<file path="config.mk">
export PLATFORM = sky130hd
export DESIGN_NAME = adjacency_matrix_graph_table_flat
export DESIGN_NICKNAME = d
export VERILOG_FILES = /design/src/rtl/agt_pkg.sv /design/src/rtl/agt_if.sv /design/src/rtl/agt_ctrl.sv /design/src/rtl/agt_dp.sv /design/src/rtl/adjacency_matrix_graph_table.sv /design/src/flat_wrapper.sv
export SDC_FILE = /design/constraint.sdc
export NUM_CORES = 2
export LEC_CHECK = 0
export BUFFER_PORTS_ARGS = -buffer_cell sky130_fd_sc_hd__buf_4
export CORE_MARGIN = 8
export CORE_UTILIZATION = 59
export DETAILED_ROUTE_END_ITERATION = 10
export PLACE_DENSITY = 0.77
export SYNTH_ARGS = -nofsm -noshare
export SYNTH_HDL_FRONTEND = slang
export SYNTH_HIERARCHICAL = 1
export SYNTH_SLANG_ARGS = --single-unit
</file>
<file path="constraint.sdc">
create_clock -name clk_i -period 7.2 [get_ports clk_i]
set_input_delay 2.16 -clock clk_i [delete_from_list [all_inputs] [get_ports clk_i]]
set_output_delay 2.16 -clock clk_i [all_outputs]
set_load 0.01 [all_outputs]
</file>
<file path="src/rtl/agt_pkg.sv">
// Shared types and constants of the adjacency matrix graph table.
// Holds the command and result codes and the controller/datapath structs.
// No dependencies; every other file imports this package.
package agt_pkg;

  localparam int CMD_W    = 3;
  localparam int VTX_W    = 6;
  localparam int WEIGHT_W = 16;
  localparam int STATUS_W = 2;

  // Command codes of an input item.
  localparam logic [CMD_W-1:0] OP_ADD = 3'd0;
  localparam logic [CMD_W-1:0] OP_REM = 3'd1;
  localparam logic [CMD_W-1:0] OP_TST = 3'd2;
  localparam logic [CMD_W-1:0] OP_NBR = 3'd3;
  localparam logic [CMD_W-1:0] OP_BSY = 3'd4;

  // Status codes of a result item.
  localparam logic [STATUS_W-1:0] ST_OK   = 2'd0;
  localparam logic [STATUS_W-1:0] ST_NONE = 2'd1;
  localparam logic [STATUS_W-1:0] ST_BAD  = 2'd2;

  // Which of the two vertices of an edge command selects a matrix row.
  typedef enum logic {
    ROW_A,
    ROW_B
  } agt_row_e;

  // Kind of result item to be loaded into the output register.
  typedef enum logic [2:0] {
    K_OK0,
    K_OK1,
    K_NONE,
    K_BAD,
    K_NBR,
    K_BEST
  } agt_kind_e;

  // Commands from the controller to the datapath.
  typedef struct packed {
    logic      latch;
    logic      rd_en;
    agt_row_e  rd_sel;
    logic      wr_en;
    agt_row_e  wr_sel;
    logic      scan_start;
    logic      nb_load;
    logic      nb_shift;
    logic      emit;
    agt_kind_e kind;
  } agt_cmd_t;

  // Status from the datapath to the controller.
  typedef struct packed {
    logic [CMD_W-1:0] op;
    logic             a_ok;
    logic             b_ok;
    logic             cnt_zero;
    logic             present;
    logic             row_zero;
    logic             nb_bit;
    logic             nb_last;
    logic             scan_idle;
    logic             out_free;
  } agt_stat_t;

endpackage

</file>
<file path="src/rtl/agt_if.sv">
// Valid/ready channel interfaces of the adjacency matrix graph table.
// agt_req_if carries command items, agt_rsp_if carries result items.
// Depends on agt_pkg for the field widths.
interface agt_req_if import agt_pkg::*; ();
  logic                       valid;
  logic                       ready;
  logic [CMD_W-1:0]           cmd;
  logic [VTX_W-1:0]           first_vertex;
  logic [VTX_W-1:0]           second_vertex;
  logic signed [WEIGHT_W-1:0] edge_weight;

  modport source (
    output valid, cmd, first_vertex, second_vertex, edge_weight,
    input  ready
  );
  modport sink (
    input  valid, cmd, first_vertex, second_vertex, edge_weight,
    output ready
  );
endinterface

interface agt_rsp_if import agt_pkg::*; ();
  logic                valid;
  logic                ready;
  logic [STATUS_W-1:0] status;
  logic [VTX_W-1:0]    answer;
  logic                last_item;

  modport source (
    output valid, status, answer, last_item,
    input  ready
  );
  modport sink (
    input  valid, status, answer, last_item,
    output ready
  );
endinterface

</file>
<file path="src/rtl/agt_ctrl.sv">
// Controller state machine of the adjacency matrix graph table.
// Sequences row reads, writes, scans and result loads of agt_dp.
// Depends on agt_pkg for the command and status structs.
module agt_ctrl import agt_pkg::*; (
  input  logic      clk_i,
  input  logic      rst_ni,
  input  logic      req_valid_i,
  output logic      req_ready_o,
  input  agt_stat_t stat_i,
  output agt_cmd_t  cmd_o
);

  typedef enum logic [2:0] {
    S_IDLE,
    S_RDA,
    S_CHK,
    S_RDB,
    S_WRB,
    S_RESP,
    S_NBS,
    S_BWAIT
  } state_e;

  state_e    state_q, state_d;
  agt_kind_e kind_q, kind_d;

  always_comb begin
    state_d     = state_q;
    kind_d      = kind_q;
    cmd_o       = '0;
    req_ready_o = (state_q == S_IDLE);
    unique case (state_q)
      S_IDLE: begin
        if (req_valid_i) begin
          cmd_o.latch = 1'b1;
          state_d     = S_RDA;
        end
      end
      S_RDA: begin
        case (stat_i.op) inside
          OP_ADD, OP_REM, OP_TST: begin
            if (stat_i.a_ok && stat_i.b_ok) begin
              cmd_o.rd_en  = 1'b1;
              cmd_o.rd_sel = ROW_A;
              state_d      = S_CHK;
            end else begin
              kind_d  = K_BAD;
              state_d = S_RESP;
            end
          end
          OP_NBR: begin
            if (stat_i.a_ok) begin
              cmd_o.rd_en  = 1'b1;
              cmd_o.rd_sel = ROW_A;
              state_d      = S_CHK;
            end else begin
              kind_d  = K_BAD;
              state_d = S_RESP;
            end
          end
          OP_BSY: begin
            if (stat_i.cnt_zero) begin
              kind_d  = K_BAD;
              state_d = S_RESP;
            end else begin
              cmd_o.scan_start = 1'b1;
              state_d          = S_BWAIT;
            end
          end
          default: state_d = S_IDLE;
        endcase
      end
      S_CHK: begin
        case (stat_i.op)
          OP_ADD: begin
            cmd_o.wr_en  = 1'b1;
            cmd_o.wr_sel = ROW_A;
            kind_d       = K_OK0;
            state_d      = S_RDB;
          end
          OP_REM: begin
            if (stat_i.present) begin
              cmd_o.wr_en  = 1'b1;
              cmd_o.wr_sel = ROW_A;
              kind_d       = K_OK1;
              state_d      = S_RDB;
            end else begin
              kind_d  = K_NONE;
              state_d = S_RESP;
            end
          end
          OP_TST: begin
            kind_d  = stat_i.present ? K_OK1 : K_NONE;
            state_d = S_RESP;
          end
          default: begin
            if (stat_i.row_zero) begin
              kind_d  = K_NONE;
              state_d = S_RESP;
            end else begin
              cmd_o.nb_load = 1'b1;
              state_d       = S_NBS;
            end
          end
        endcase
      end
      S_RDB: begin
        cmd_o.rd_en  = 1'b1;
        cmd_o.rd_sel = ROW_B;
        state_d      = S_WRB;
      end
      S_WRB: begin
        cmd_o.wr_en  = 1'b1;
        cmd_o.wr_sel = ROW_B;
        state_d      = S_RESP;
      end
      S_RESP: begin
        if (stat_i.out_free) begin
          cmd_o.emit = 1'b1;
          cmd_o.kind = kind_q;
          state_d    = S_IDLE;
        end
      end
      S_NBS: begin
        if (stat_i.nb_bit) begin
          if (stat_i.out_free) begin
            cmd_o.emit     = 1'b1;
            cmd_o.kind     = K_NBR;
            cmd_o.nb_shift = 1'b1;
            if (stat_i.nb_last) begin
              state_d = S_IDLE;
            end
          end
        end else begin
          cmd_o.nb_shift = 1'b1;
        end
      end
      S_BWAIT: begin
        if (stat_i.scan_idle) begin
          kind_d  = K_BEST;
          state_d = S_RESP;
        end
      end
      default: state_d = S_IDLE;
    endcase
  end

  always_ff @(posedge clk_i or negedge rst_ni) begin
    if (!rst_ni) begin
      state_q <= S_IDLE;
      kind_q  <= K_OK0;
    end else begin
      state_q <= state_d;
      kind_q  <= kind_d;
    end
  end

  // The neighbour walk only runs while set bits remain in the shift register.
  a_nbs_nonempty: assert property (@(posedge clk_i) disable iff (!rst_ni)
    state_q == S_NBS |-> (stat_i.nb_bit || !stat_i.nb_last))
    else $error("neighbour walk entered with an empty row");

  // An accepted item is always decoded in the following cycle.
  a_accept_decode: assert property (@(posedge clk_i) disable iff (!rst_ni)
    req_valid_i && req_ready_o |=> state_q == S_RDA)
    else $error("accepted item not decoded");

endmodule

</file>
<file path="src/rtl/agt_dp.sv">
// Datapath of the adjacency matrix graph table: row memory with row valid
// bits, command registers, neighbour shifter, degree scan pipeline, output
// register. Depends on agt_pkg; driven by agt_ctrl.
module agt_dp import agt_pkg::*; #(
  parameter int MAX_VERTICES = 32
) (
  input  logic                       clk_i,
  input  logic                       rst_ni,
  input  logic                       cfg_we_i,
  input  logic [VTX_W-1:0]           cfg_wdata_i,
  input  logic [CMD_W-1:0]           req_cmd_i,
  input  logic [VTX_W-1:0]           req_first_i,
  input  logic [VTX_W-1:0]           req_second_i,
  input  logic signed [WEIGHT_W-1:0] req_weight_i,
  input  agt_cmd_t                   cmd_i,
  output agt_stat_t                  stat_o,
  output logic                       out_valid_o,
  input  logic                       out_ready_i,
  output logic [STATUS_W-1:0]        out_status_o,
  output logic [VTX_W-1:0]           out_answer_o,
  output logic                       out_last_o
);

  localparam int IW = $clog2(MAX_VERTICES);
  localparam int CW = $clog2(MAX_VERTICES + 1);
  localparam int VW = (CW > VTX_W) ? CW : VTX_W;
  localparam int PW = 1 << IW;

  function automatic logic [CW-1:0] row_degree(input logic [MAX_VERTICES-1:0] row);
    logic [PW-1:0] padded;
    logic [CW-1:0] acc [PW];
    padded = PW'(row);
    for (int i = 0; i < PW; i++) begin
      acc[i] = CW'(padded[i]);
    end
    for (int s = 1; s < PW; s = s * 2) begin
      for (int i = 0; i < PW; i = i + 2 * s) begin
        acc[i] = acc[i] + acc[i + s];
      end
    end
    return acc[0];
  endfunction

  // Latched command item.
  logic [CMD_W-1:0] op_q;
  logic [VTX_W-1:0] a_q, b_q;
  logic             neg_q;
  logic [CW-1:0]    count_q;

  // Row memory and one valid bit per row; an invalid row reads as zero.
  logic [MAX_VERTICES-1:0] mem_q [MAX_VERTICES];
  logic [MAX_VERTICES-1:0] row_vld_q;
  logic [MAX_VERTICES-1:0] mem_rd_q;
  logic                    rd_vld_q;
  logic [MAX_VERTICES-1:0] row_rd;

  // Neighbour shifter.
  logic [MAX_VERTICES-1:0] sh_q;
  logic [CW-1:0]           k_q;

  // Degree scan pipeline.
  logic          sc_act_q;
  logic [IW-1:0] ri_q;
  logic          p1_v_q, p2_v_q;
  logic [IW-1:0] p1_idx_q, p2_idx_q;
  logic [CW-1:0] deg_q, best_deg_q;
  logic [IW-1:0] best_q;

  // Output register.
  logic                out_valid_q;
  logic [STATUS_W-1:0] status_q;
  logic [VTX_W-1:0]    answer_q;
  logic                last_q;
  logic [STATUS_W-1:0] status_d;
  logic [VTX_W-1:0]    answer_d;
  logic                last_d;

  logic [IW-1:0]           ia, ib, rd_addr, wr_addr, wr_col, last_row;
  logic                    rd_any, set_val;
  logic [MAX_VERTICES-1:0] wr_row;
  logic [CW-1:0]           count_d;

  assign ia       = IW'(a_q - VTX_W'(1));
  assign ib       = IW'(b_q - VTX_W'(1));
  assign last_row = IW'(count_q - CW'(1));
  assign rd_any   = cmd_i.rd_en || sc_act_q;
  assign rd_addr  = sc_act_q ? ri_q : ((cmd_i.rd_sel == ROW_A) ? ia : ib);
  assign row_rd   = rd_vld_q ? mem_rd_q : '0;
  assign set_val  = (op_q == OP_ADD) && !neg_q;
  assign count_d  = (VW'(cfg_wdata_i) > VW'(MAX_VERTICES)) ? CW'(MAX_VERTICES)
                                                          : CW'(cfg_wdata_i);

  always_comb begin
    wr_addr = (cmd_i.wr_sel == ROW_A) ? ia : ib;
    wr_col  = (cmd_i.wr_sel == ROW_A) ? ib : ia;
    wr_row  = row_rd;
    wr_row[wr_col] = set_val;
  end

  always_comb begin
    stat_o.op        = op_q;
    stat_o.a_ok      = (a_q != '0) && (VW'(a_q) <= VW'(count_q));
    stat_o.b_ok      = (b_q != '0) && (VW'(b_q) <= VW'(count_q));
    stat_o.cnt_zero  = (count_q == '0);
    stat_o.present   = row_rd[ib];
    stat_o.row_zero  = (row_rd == '0);
    stat_o.nb_bit    = sh_q[0];
    stat_o.nb_last   = (sh_q[MAX_VERTICES-1:1] == '0);
    stat_o.scan_idle = !sc_act_q && !p1_v_q && !p2_v_q;
    stat_o.out_free  = !out_valid_q || out_ready_i;
  end

  always_comb begin
    status_d = ST_OK;
    answer_d = '0;
    last_d   = 1'b1;
    case (cmd_i.kind)
      K_OK1:   answer_d = VTX_W'(1);
      K_NONE:  status_d = ST_NONE;
      K_BAD:   status_d = ST_BAD;
      K_NBR: begin
        answer_d = VTX_W'(k_q);
        last_d   = stat_o.nb_last;
      end
      K_BEST:  answer_d = VTX_W'(CW'(best_q) + CW'(1));
      default: answer_d = '0;
    endcase
  end

  always_ff @(posedge clk_i) begin
    if (cmd_i.wr_en) begin
      mem_q[wr_addr] <= wr_row;
    end
  end

  always_ff @(posedge clk_i) begin
    if (rd_any) begin
      mem_rd_q <= mem_q[rd_addr];
    end
    if (cmd_i.latch) begin
      op_q  <= req_cmd_i;
      a_q   <= req_first_i;
      b_q   <= req_second_i;
      neg_q <= req_weight_i[WEIGHT_W-1];
    end
    if (cmd_i.nb_load) begin
      sh_q <= row_rd;
      k_q  <= CW'(1);
    end else if (cmd_i.nb_shift) begin
      sh_q <= sh_q >> 1;
      k_q  <= k_q + CW'(1);
    end
    if (sc_act_q) begin
      ri_q <= ri_q + IW'(1);
    end else if (cmd_i.scan_start) begin
      ri_q <= '0;
    end
    p1_idx_q <= ri_q;
    p2_idx_q <= p1_idx_q;
    deg_q    <= row_degree(row_rd);
    if (p2_v_q && ((p2_idx_q == '0) || (deg_q > best_deg_q))) begin
      best_q     <= p2_idx_q;
      best_deg_q <= deg_q;
    end
    if (cmd_i.emit) begin
      status_q <= status_d;
      answer_q <= answer_d;
      last_q   <= last_d;
    end
  end

  always_ff @(posedge clk_i or negedge rst_ni) begin
    if (!rst_ni) begin
      count_q     <= '0;
      row_vld_q   <= '0;
      rd_vld_q    <= 1'b0;
      sc_act_q    <= 1'b0;
      p1_v_q      <= 1'b0;
      p2_v_q      <= 1'b0;
      out_valid_q <= 1'b0;
    end else begin
      if (cfg_we_i) begin
        count_q   <= count_d;
        row_vld_q <= '0;
      end else if (cmd_i.wr_en) begin
        row_vld_q[wr_addr] <= 1'b1;
      end
      if (rd_any) begin
        rd_vld_q <= row_vld_q[rd_addr];
      end
      if (sc_act_q) begin
        sc_act_q <= (ri_q != last_row);
      end else if (cmd_i.scan_start) begin
        sc_act_q <= 1'b1;
      end
      p1_v_q <= sc_act_q;
      p2_v_q <= p1_v_q;
      if (cmd_i.emit) begin
        out_valid_q <= 1'b1;
      end else if (out_ready_i) begin
        out_valid_q <= 1'b0;
      end
    end
  end

  assign out_valid_o  = out_valid_q;
  assign out_status_o = status_q;
  assign out_answer_o = answer_q;
  assign out_last_o   = last_q;

  // A result is only loaded when the output register can take it.
  a_emit_free: assert property (@(posedge clk_i) disable iff (!rst_ni)
    cmd_i.emit |-> stat_o.out_free)
    else $error("result loaded into a full output register");

  // The busiest result is never loaded while the degree scan still runs.
  a_emit_scan: assert property (@(posedge clk_i) disable iff (!rst_ni)
    !stat_o.scan_idle |-> !cmd_i.emit)
    else $error("result loaded during degree scan");

  // Writing the vertex count empties the whole matrix.
  a_cfg_clear: assert property (@(posedge clk_i) disable iff (!rst_ni)
    cfg_we_i |=> row_vld_q == '0)
    else $error("matrix not cleared by vertex count write");

endmodule

</file>
<file path="src/rtl/adjacency_matrix_graph_table.sv">
// Adjacency matrix graph table: one command item at a time; the next item can be accepted
// in the cycle after the last result of an item is loaded.
// Reset (async, active low) empties the matrix through per-row valid bits at once
// and sets vertex_count to 0; writing vertex_count empties it the same way.
module adjacency_matrix_graph_table import agt_pkg::*; #(
  parameter int MAX_VERTICES = 32
) (
  input  logic             clk_i,
  input  logic             rst_ni,
  agt_req_if.sink          req_i,
  agt_rsp_if.source        rsp_o,
  input  logic             cfg_we_i,
  input  logic [VTX_W-1:0] cfg_wdata_i
);

  // The controller and datapath talk only through these two structs.
  agt_cmd_t  cmd;
  agt_stat_t stat;

  // The controller walks each command item through its steps: decode and
  // range check, row read, row update of both mirror entries, neighbour walk
  // or degree scan, and finally loading one result item at a time.
  agt_ctrl u_ctrl (
    .clk_i       (clk_i),
    .rst_ni      (rst_ni),
    .req_valid_i (req_i.valid),
    .req_ready_o (req_i.ready),
    .stat_i      (stat),
    .cmd_o       (cmd)
  );

  // The datapath holds the matrix, the vertex count, the neighbour shifter,
  // the pipelined degree scan and the output register. The output register
  // lets a new item be taken while the previous result still waits.
  agt_dp #(
    .MAX_VERTICES (MAX_VERTICES)
  ) u_dp (
    .clk_i        (clk_i),
    .rst_ni       (rst_ni),
    .cfg_we_i     (cfg_we_i),
    .cfg_wdata_i  (cfg_wdata_i),
    .req_cmd_i    (req_i.cmd),
    .req_first_i  (req_i.first_vertex),
    .req_second_i (req_i.second_vertex),
    .req_weight_i (req_i.edge_weight),
    .cmd_i        (cmd),
    .stat_o       (stat),
    .out_valid_o  (rsp_o.valid),
    .out_ready_i  (rsp_o.ready),
    .out_status_o (rsp_o.status),
    .out_answer_o (rsp_o.answer),
    .out_last_o   (rsp_o.last_item)
  );

endmodule
</file>
<file path="src/flat_wrapper.sv">
// flat-port wrapper written by rule: the top's interface ports become plain ports
module adjacency_matrix_graph_table_flat import agt_pkg::*;
#(
  parameter int MAX_VERTICES = 32
)
  (clk_i, rst_ni, cfg_we_i, cfg_wdata_i, req_i_valid, req_i_cmd, req_i_first_vertex, req_i_second_vertex, req_i_edge_weight, req_i_ready, rsp_o_valid, rsp_o_status, rsp_o_answer, rsp_o_last_item, rsp_o_ready);
  agt_req_if req_i_i ();
  agt_rsp_if rsp_o_i ();
  input  logic clk_i;
  input  logic rst_ni;
  input  logic cfg_we_i;
  input  logic [VTX_W-1:0] cfg_wdata_i;
  input wire logic [$bits(req_i_i.valid)-1:0] req_i_valid;
  input wire logic [$bits(req_i_i.cmd)-1:0] req_i_cmd;
  input wire logic [$bits(req_i_i.first_vertex)-1:0] req_i_first_vertex;
  input wire logic [$bits(req_i_i.second_vertex)-1:0] req_i_second_vertex;
  input wire logic [$bits(req_i_i.edge_weight)-1:0] req_i_edge_weight;
  output wire logic [$bits(req_i_i.ready)-1:0] req_i_ready;
  output wire logic [$bits(rsp_o_i.valid)-1:0] rsp_o_valid;
  output wire logic [$bits(rsp_o_i.status)-1:0] rsp_o_status;
  output wire logic [$bits(rsp_o_i.answer)-1:0] rsp_o_answer;
  output wire logic [$bits(rsp_o_i.last_item)-1:0] rsp_o_last_item;
  input wire logic [$bits(rsp_o_i.ready)-1:0] rsp_o_ready;
  assign req_i_i.valid = req_i_valid;
  assign req_i_i.cmd = req_i_cmd;
  assign req_i_i.first_vertex = req_i_first_vertex;
  assign req_i_i.second_vertex = req_i_second_vertex;
  assign req_i_i.edge_weight = req_i_edge_weight;
  assign req_i_ready = req_i_i.ready;
  assign rsp_o_valid = rsp_o_i.valid;
  assign rsp_o_status = rsp_o_i.status;
  assign rsp_o_answer = rsp_o_i.answer;
  assign rsp_o_last_item = rsp_o_i.last_item;
  assign rsp_o_i.ready = rsp_o_ready;
  adjacency_matrix_graph_table #(.MAX_VERTICES(MAX_VERTICES)) u_core (.clk_i(clk_i), .rst_ni(rst_ni), .req_i(req_i_i), .rsp_o(rsp_o_i), .cfg_we_i(cfg_we_i), .cfg_wdata_i(cfg_wdata_i));
endmodule
</file>
**Word-level counts from Yosys, hierarchy flattened**

Memories as Yosys holds them, arrays and structs flattened. A register that Yosys moved wholly into a read port is not among the register bits.
Cells that the tools add are included.

- Bits in writable memories: 1,024
- Logic and storage cells: 214
- Register bits after elaboration: 144
- Input port bits: 42
- Output and inout port bits: 11
- Memories kept: 1

Memories:

| memory | words | width | rd ports | clocked after Yosys merged registers in | wr ports | line | text |
|---|---|---|---|---|---|---|---|
| u_core.u_dp.mem_q | 32 | 32 | 1 | 1 | 1 | agt_dp.sv:51 | `logic [MAX_VERTICES-1:0] mem_q [MAX_VERTICES];` |

- Magnitude comparators: 10
- Add/sub/neg operators: 37
- Equality and inequality tests: 28
- Reduce and logical (&&, ||, !) cells: 34
- Bitwise operators: 1
- Multiplexer cells: 79

Operators by type and width:

| kind | count |
|---|---|
| 32-bit two-way mux | 5 |
| 3-bit two-way mux | 19 |
| 5-bit two-way mux | 7 |
| 1-bit by 1-bit adder with 2-bit output | 16 |
| 32-bit bitwise mux | 1 |
| 32-bit zero test | 1 |
| 32-bit OR | 1 |
| 31-bit zero test | 1 |
| 2-bit by 2-bit adder with 3-bit output | 8 |
| 5-bit by 6-bit less-than comparator with 1-bit output (second input constant) | 4 |
| 3-bit case mux with 8 select lines | 1 |
| 1-bit two-way mux | 22 |
| 3-bit equality test (second input constant) | 7 |
| 3-bit by 2-bit equality test with 1-bit output (second input constant) | 6 |
| 3-bit case mux with 3 select lines | 2 |
| 6-bit case mux with 3 select lines | 1 |
| 3-bit by 3-bit adder with 4-bit output | 4 |
| 2-bit two-way mux | 8 |
| 2-bit case mux with 2 select lines | 4 |
| 5-bit by 1-bit subtractor with 5-bit output (second input constant) | 3 |
| 6-bit less-or-equal comparator | 2 |
| 6-bit nonzero test | 2 |
| 4-bit by 4-bit adder with 5-bit output | 2 |
| 1-bit binary-select mux with 5-bit select | 2 |
| 31 further kinds | 60 |

**Longest topological paths before layout**

- Depth in word-level cells: 14
- Depth in mapped cells: 19
- Mapped depth without buffers: 17

**Cells and area by module**

The synthesis kept the hierarchy.

Modules (own cells, without submodules):

| module | sequential area each (µm²) | area each (µm²) | times used | cells each |
|---|---|---|---|---|
| agt_dp | 35,419.0 | 48,831.8 | 1 | 2,523 |
| agt_ctrl | 150.1 | 661.9 | 1 | 84 |

**Worst setup path before layout**

No wires, ideal clock.

- Path type: reg-to-reg
- From: register u_core.u_dp.b_q[0]
- To: memory u_core.u_dp.mem_q[15][0] (enable)
- Cell stages (with the launch flop): 15
- Arrival: 4.999 ns
- Slack: 1.779 ns
- Data required time: 6.779 ns
- Setup time: 0.421 ns
- Path buffers: 3
- Cell sequence: edfxtp_1 -> buf_2 -> inv_1 -> ha_1 -> buf_1 -> mux4_2 -> nor2_1 -> nor3_1 -> o31ai_1 -> nor2b_1 -> or3_1 -> o21bai_1 -> clkbuf_1 -> o21ai_1 -> nor2_1

RTL lines:

| element | line | text |
|---|---|---|
| from (decl) | agt_dp.sv:46 | `logic [VTX_W-1:0] a_q, b_q;` |
| from (signal assigned) | agt_dp.sv:143 | `b_q <= req_second_i;` |
| to (decl) | agt_dp.sv:51 |  |

==> reports/results.txt <==
H-tree depth: 3
Clock Power Share: 22.3%
asr flop ratio synth: 4.083%
most frequent cell on the critical path: buf_4
Post-synth EDFFs: 1129
GRT Util Overall: 24.24%
Worst setup EP type: register
Final Setup Violations: 0
grt ovf: 0
Worst slew margin: 17.75%
DR WL/cell: 29.37 um
final wirelength: 114.4 mm
main area contributors after synthesis: edfxtp_1 68%, mux4_2 12%, mux2i_1 2.7%
achievable frequency: 168.6 MHz
leakage power: 18.35 nW
Multi-input gate area: 0.01320 mm2
Final Max Tran Viols: 0
NetSw: 9.013 mW
register share of total power: 37.2%
Tcrit/Tclk final: 82.38%
Most used DFF post-synth: edfxtp_1
Via Count: 25623
hold_ws: 0.3302 ns
# clock sinks: 1200
initial antenna violation count: 3
Tmin final: 5.931 ns
global-route wire length before repair: 169.9 mm
Yosys reg bits: 1200
drt pass-1 iters: 6
Nets: 2822
post-synthesis cell type count: 78
vias in the first global route: 26584
Synth area leader: edfxtp_1
chip height: 305.6 um
die area: 0.09341 mm2
GPL Wtd Cong: 0.8982
Layout area overhead: 11.16%
nature of the critical path startpoint: register
RSZ-0062 raised after global routing: no
CP max FO: 22
# rows: 106
clk root buf: clkbuf_16
gate count after technology mapping: 2607
setup_tns: 0 ns
setup repair bufs after CTS: 0
peak supply drop: 0.6452 mV
Vias/cell: 6.580
fraction of layout cells with a size suffix above 1: 24.20%
Power Internal: 16.40 mW
status: finished clean
detailed placement HPWL: 64.65 mm
worst slew pin tran: 1.231 ns
CP Data Arrival Time: 6.22 ns
clk_lat worst skew: 0.70 ns
Worst Skew: 0.06081 ns
worst path cell trace: buf_4 -> inv_1 -> ha_1 -> mux4_2 -> nor2_1 -> nor3_1 -> o31ai_1 -> nor2b_1 -> or3_1 -> o21bai_1 -> nand2_1 -> nor2_4 -> buf_4
CTS max path bufs: 3
Detail Route Antenna Nets: 0
final hold violation count: 0
max_cap viols: 0
Core ar.: 0.08342 mm2
slowest cell delay on critical path: 0.72 ns
Syn Nets: 2708
CP max-delay cell: ha_1
Sw Ratio: 35.47%
drt first-iter violations: 3150
top cell type's share of synthesized area: 68.50%
# hold bufs at CTS: 0
register area: 0.03557 mm2
worst min path class: reg2reg
Die Wd: 305.6 um
Port Buffers: 37
CTS Buf Count: 116
Antenna Cells: 0
register clock-pin slew on the reported worst setup and hold paths: 0.06 ns
Filler cells: 5291
Data required, critical path: 7.49 ns
Seq/Total Area, Yosys: 71.87%
P per Cell Area: 461.8 mW/mm2
cts repair resizes: 0
Initial Utilization: 59.33%
Post-Syn Area: 0.04949 mm2
Crit Path Class: reg2reg
num ports: 53
Gate power share: 40.6%
TritonCTS clock tree: built
remaining routing DRC violations: 0
Mapped Avg Cell Area: 18.98 um2
pin count of the biggest net entering global routing: 110
Synth Warn #: 6
[critical path, delay by kind of cell (launching register included)]
family          cells  cell delay, ns
simple gates        6            1.92
flops               1            0.37
mux                 1            0.59
fa+ha+maj           1            0.72
compound gates      2            0.94
buf+inv             3            0.98
[registers in the layout (all words and copies together) (netlist names), 6 cells and up]
signal	count
u_core/u_dp/best_deg_q	6
u_core/u_dp/row_vld_q	32
u_core/u_dp/count_q	6
u_core/u_dp/mem_q	1024
u_core/u_dp/out_answer_o	6
u_core/u_dp/k_q	6
u_core/u_dp/b_q	6
u_core/u_dp/mem_rd_q	32
u_core/u_dp/deg_q	6
u_core/u_dp/sh_q	32
u_core/u_dp/a_q	6
[power by group through the flow]
stage,combinational [mW],sequential [mW],clock (mW)
after global placement,10.0,9.55,0
after CTS,10.3,9.44,5.74
after global routing,11.1,9.49,5.99
after detailed placement,10.2,9.58,0
after floorplan,7.61,9.41,0
final,10.3,9.44,5.65
[cells in the mapped netlist, drive strengths merged (3+ instances only)]
library cell,number
a211oi,9
a21o,5
a21oi,54
a221oi,37
a22oi,3
a31oi,6
a32o,32
and2,12
and3,4
and4,4
buf,82
clkbuf,53
dfrtp,49
dfxtp,22
edfxtp,1129
fa,24
ha,35
inv,76
mux2,17
mux2i,134
mux4,264
nand2,161
nand2b,9
nand3,42
nand3b,6
nand4,16
nor2,119
nor2b,15
nor3,23
nor3b,4
nor4,13
o211ai,5
o21a,17
o21ai,48
o22ai,4
o31a,4
o31ai,10
or3,3
xnor2,19
xor2,14
[area by class of cell]
| cell class | instances | area share [%] |
|---|---|---|
| multi-input combinational | 1195 | 23.99 |
| tap | 1080 | 2.456 |
| clock buffer | 161 | 5.792 |
| inverter | 77 | 0.5253 |
| sequential | 1200 | 64.65 |
| timing repair buffer | 131 | 1.947 |
| clock inverter | 50 | 0.6390 |
[worst paths after layout]
check	cells past startpoint	start	endpoint	slack (ns)
min in group asynchronous	1	rst_ni	u_core/u_dp/sc_act_q	1.52
worst max register to register	13	u_core/u_dp/b_q[0]	u_core/u_dp/mem_q[17][0]	1.27
worst min-delay path	0	u_core/u_dp/p1_idx_q[0]	u_core/u_dp/p2_idx_q[0]	0.33
worst max-delay path	13	u_core/u_dp/b_q[0]	u_core/u_dp/mem_q[17][0]	1.27
max in group asynchronous	1	rst_ni	u_core/u_dp/rd_vld_q	5.17
worst min register to register	0	u_core/u_dp/p1_idx_q[0]	u_core/u_dp/p2_idx_q[0]	0.33
[metal layers]
layer	vias to the layer above	track usage [%]	wire, um
li1	10721	-	-
met5	-	0	0
met4	0	8.731	4245
met2	1392	40.47	56860
met1	13251	32.20	42790
met3	259	4.452	10490
[cell usage in the layout, fill, tap and decap left out, types with 42 or more instances in the layout]
cell	netlist	layout
clkbuf_16	0	120
buf_4	15	124
mux4_2	264	264
edfxtp_1	1129	1129
dfrtp_1	49	48
inv_1	75	75
nand2_1	161	161
a21oi_1	54	54
mux2i_1	132	104
nand3_1	42	42
nor2_1	119	86
[through the flow]
step	power [mW]	utilization (%)	instance area, um2	cells	setup slack (ns)
5_1_grt	26.60	65.95	55020	3894	1.001
2_1_floorplan	17.03	-	49490	2607	1.779
6_report	25.41	65.95	55020	3894	1.269
3_3_place_gp	19.58	61.71	51480	3683	1.398
4_1_cts	25.52	65.95	55020	3894	1.331
3_5_place_dp	19.81	61.71	51480	3683	1.338
[kinds of logic (layout without fill, tap and decap cells)]
family | count (synthesis) | after routing | share of synthesized area [%]
compound gates | 251 | 251 | 4.060
xor+xnor | 33 | 33 | 0.6143
fa+ha+maj | 59 | 59 | 1.856
buf+inv | 212 | 419 | 2.323
flops | 1200 | 1200 | 71.87
mux | 415 | 415 | 15.16
simple gates | 437 | 437 | 4.121
Power figures use the tool's default switching activity.
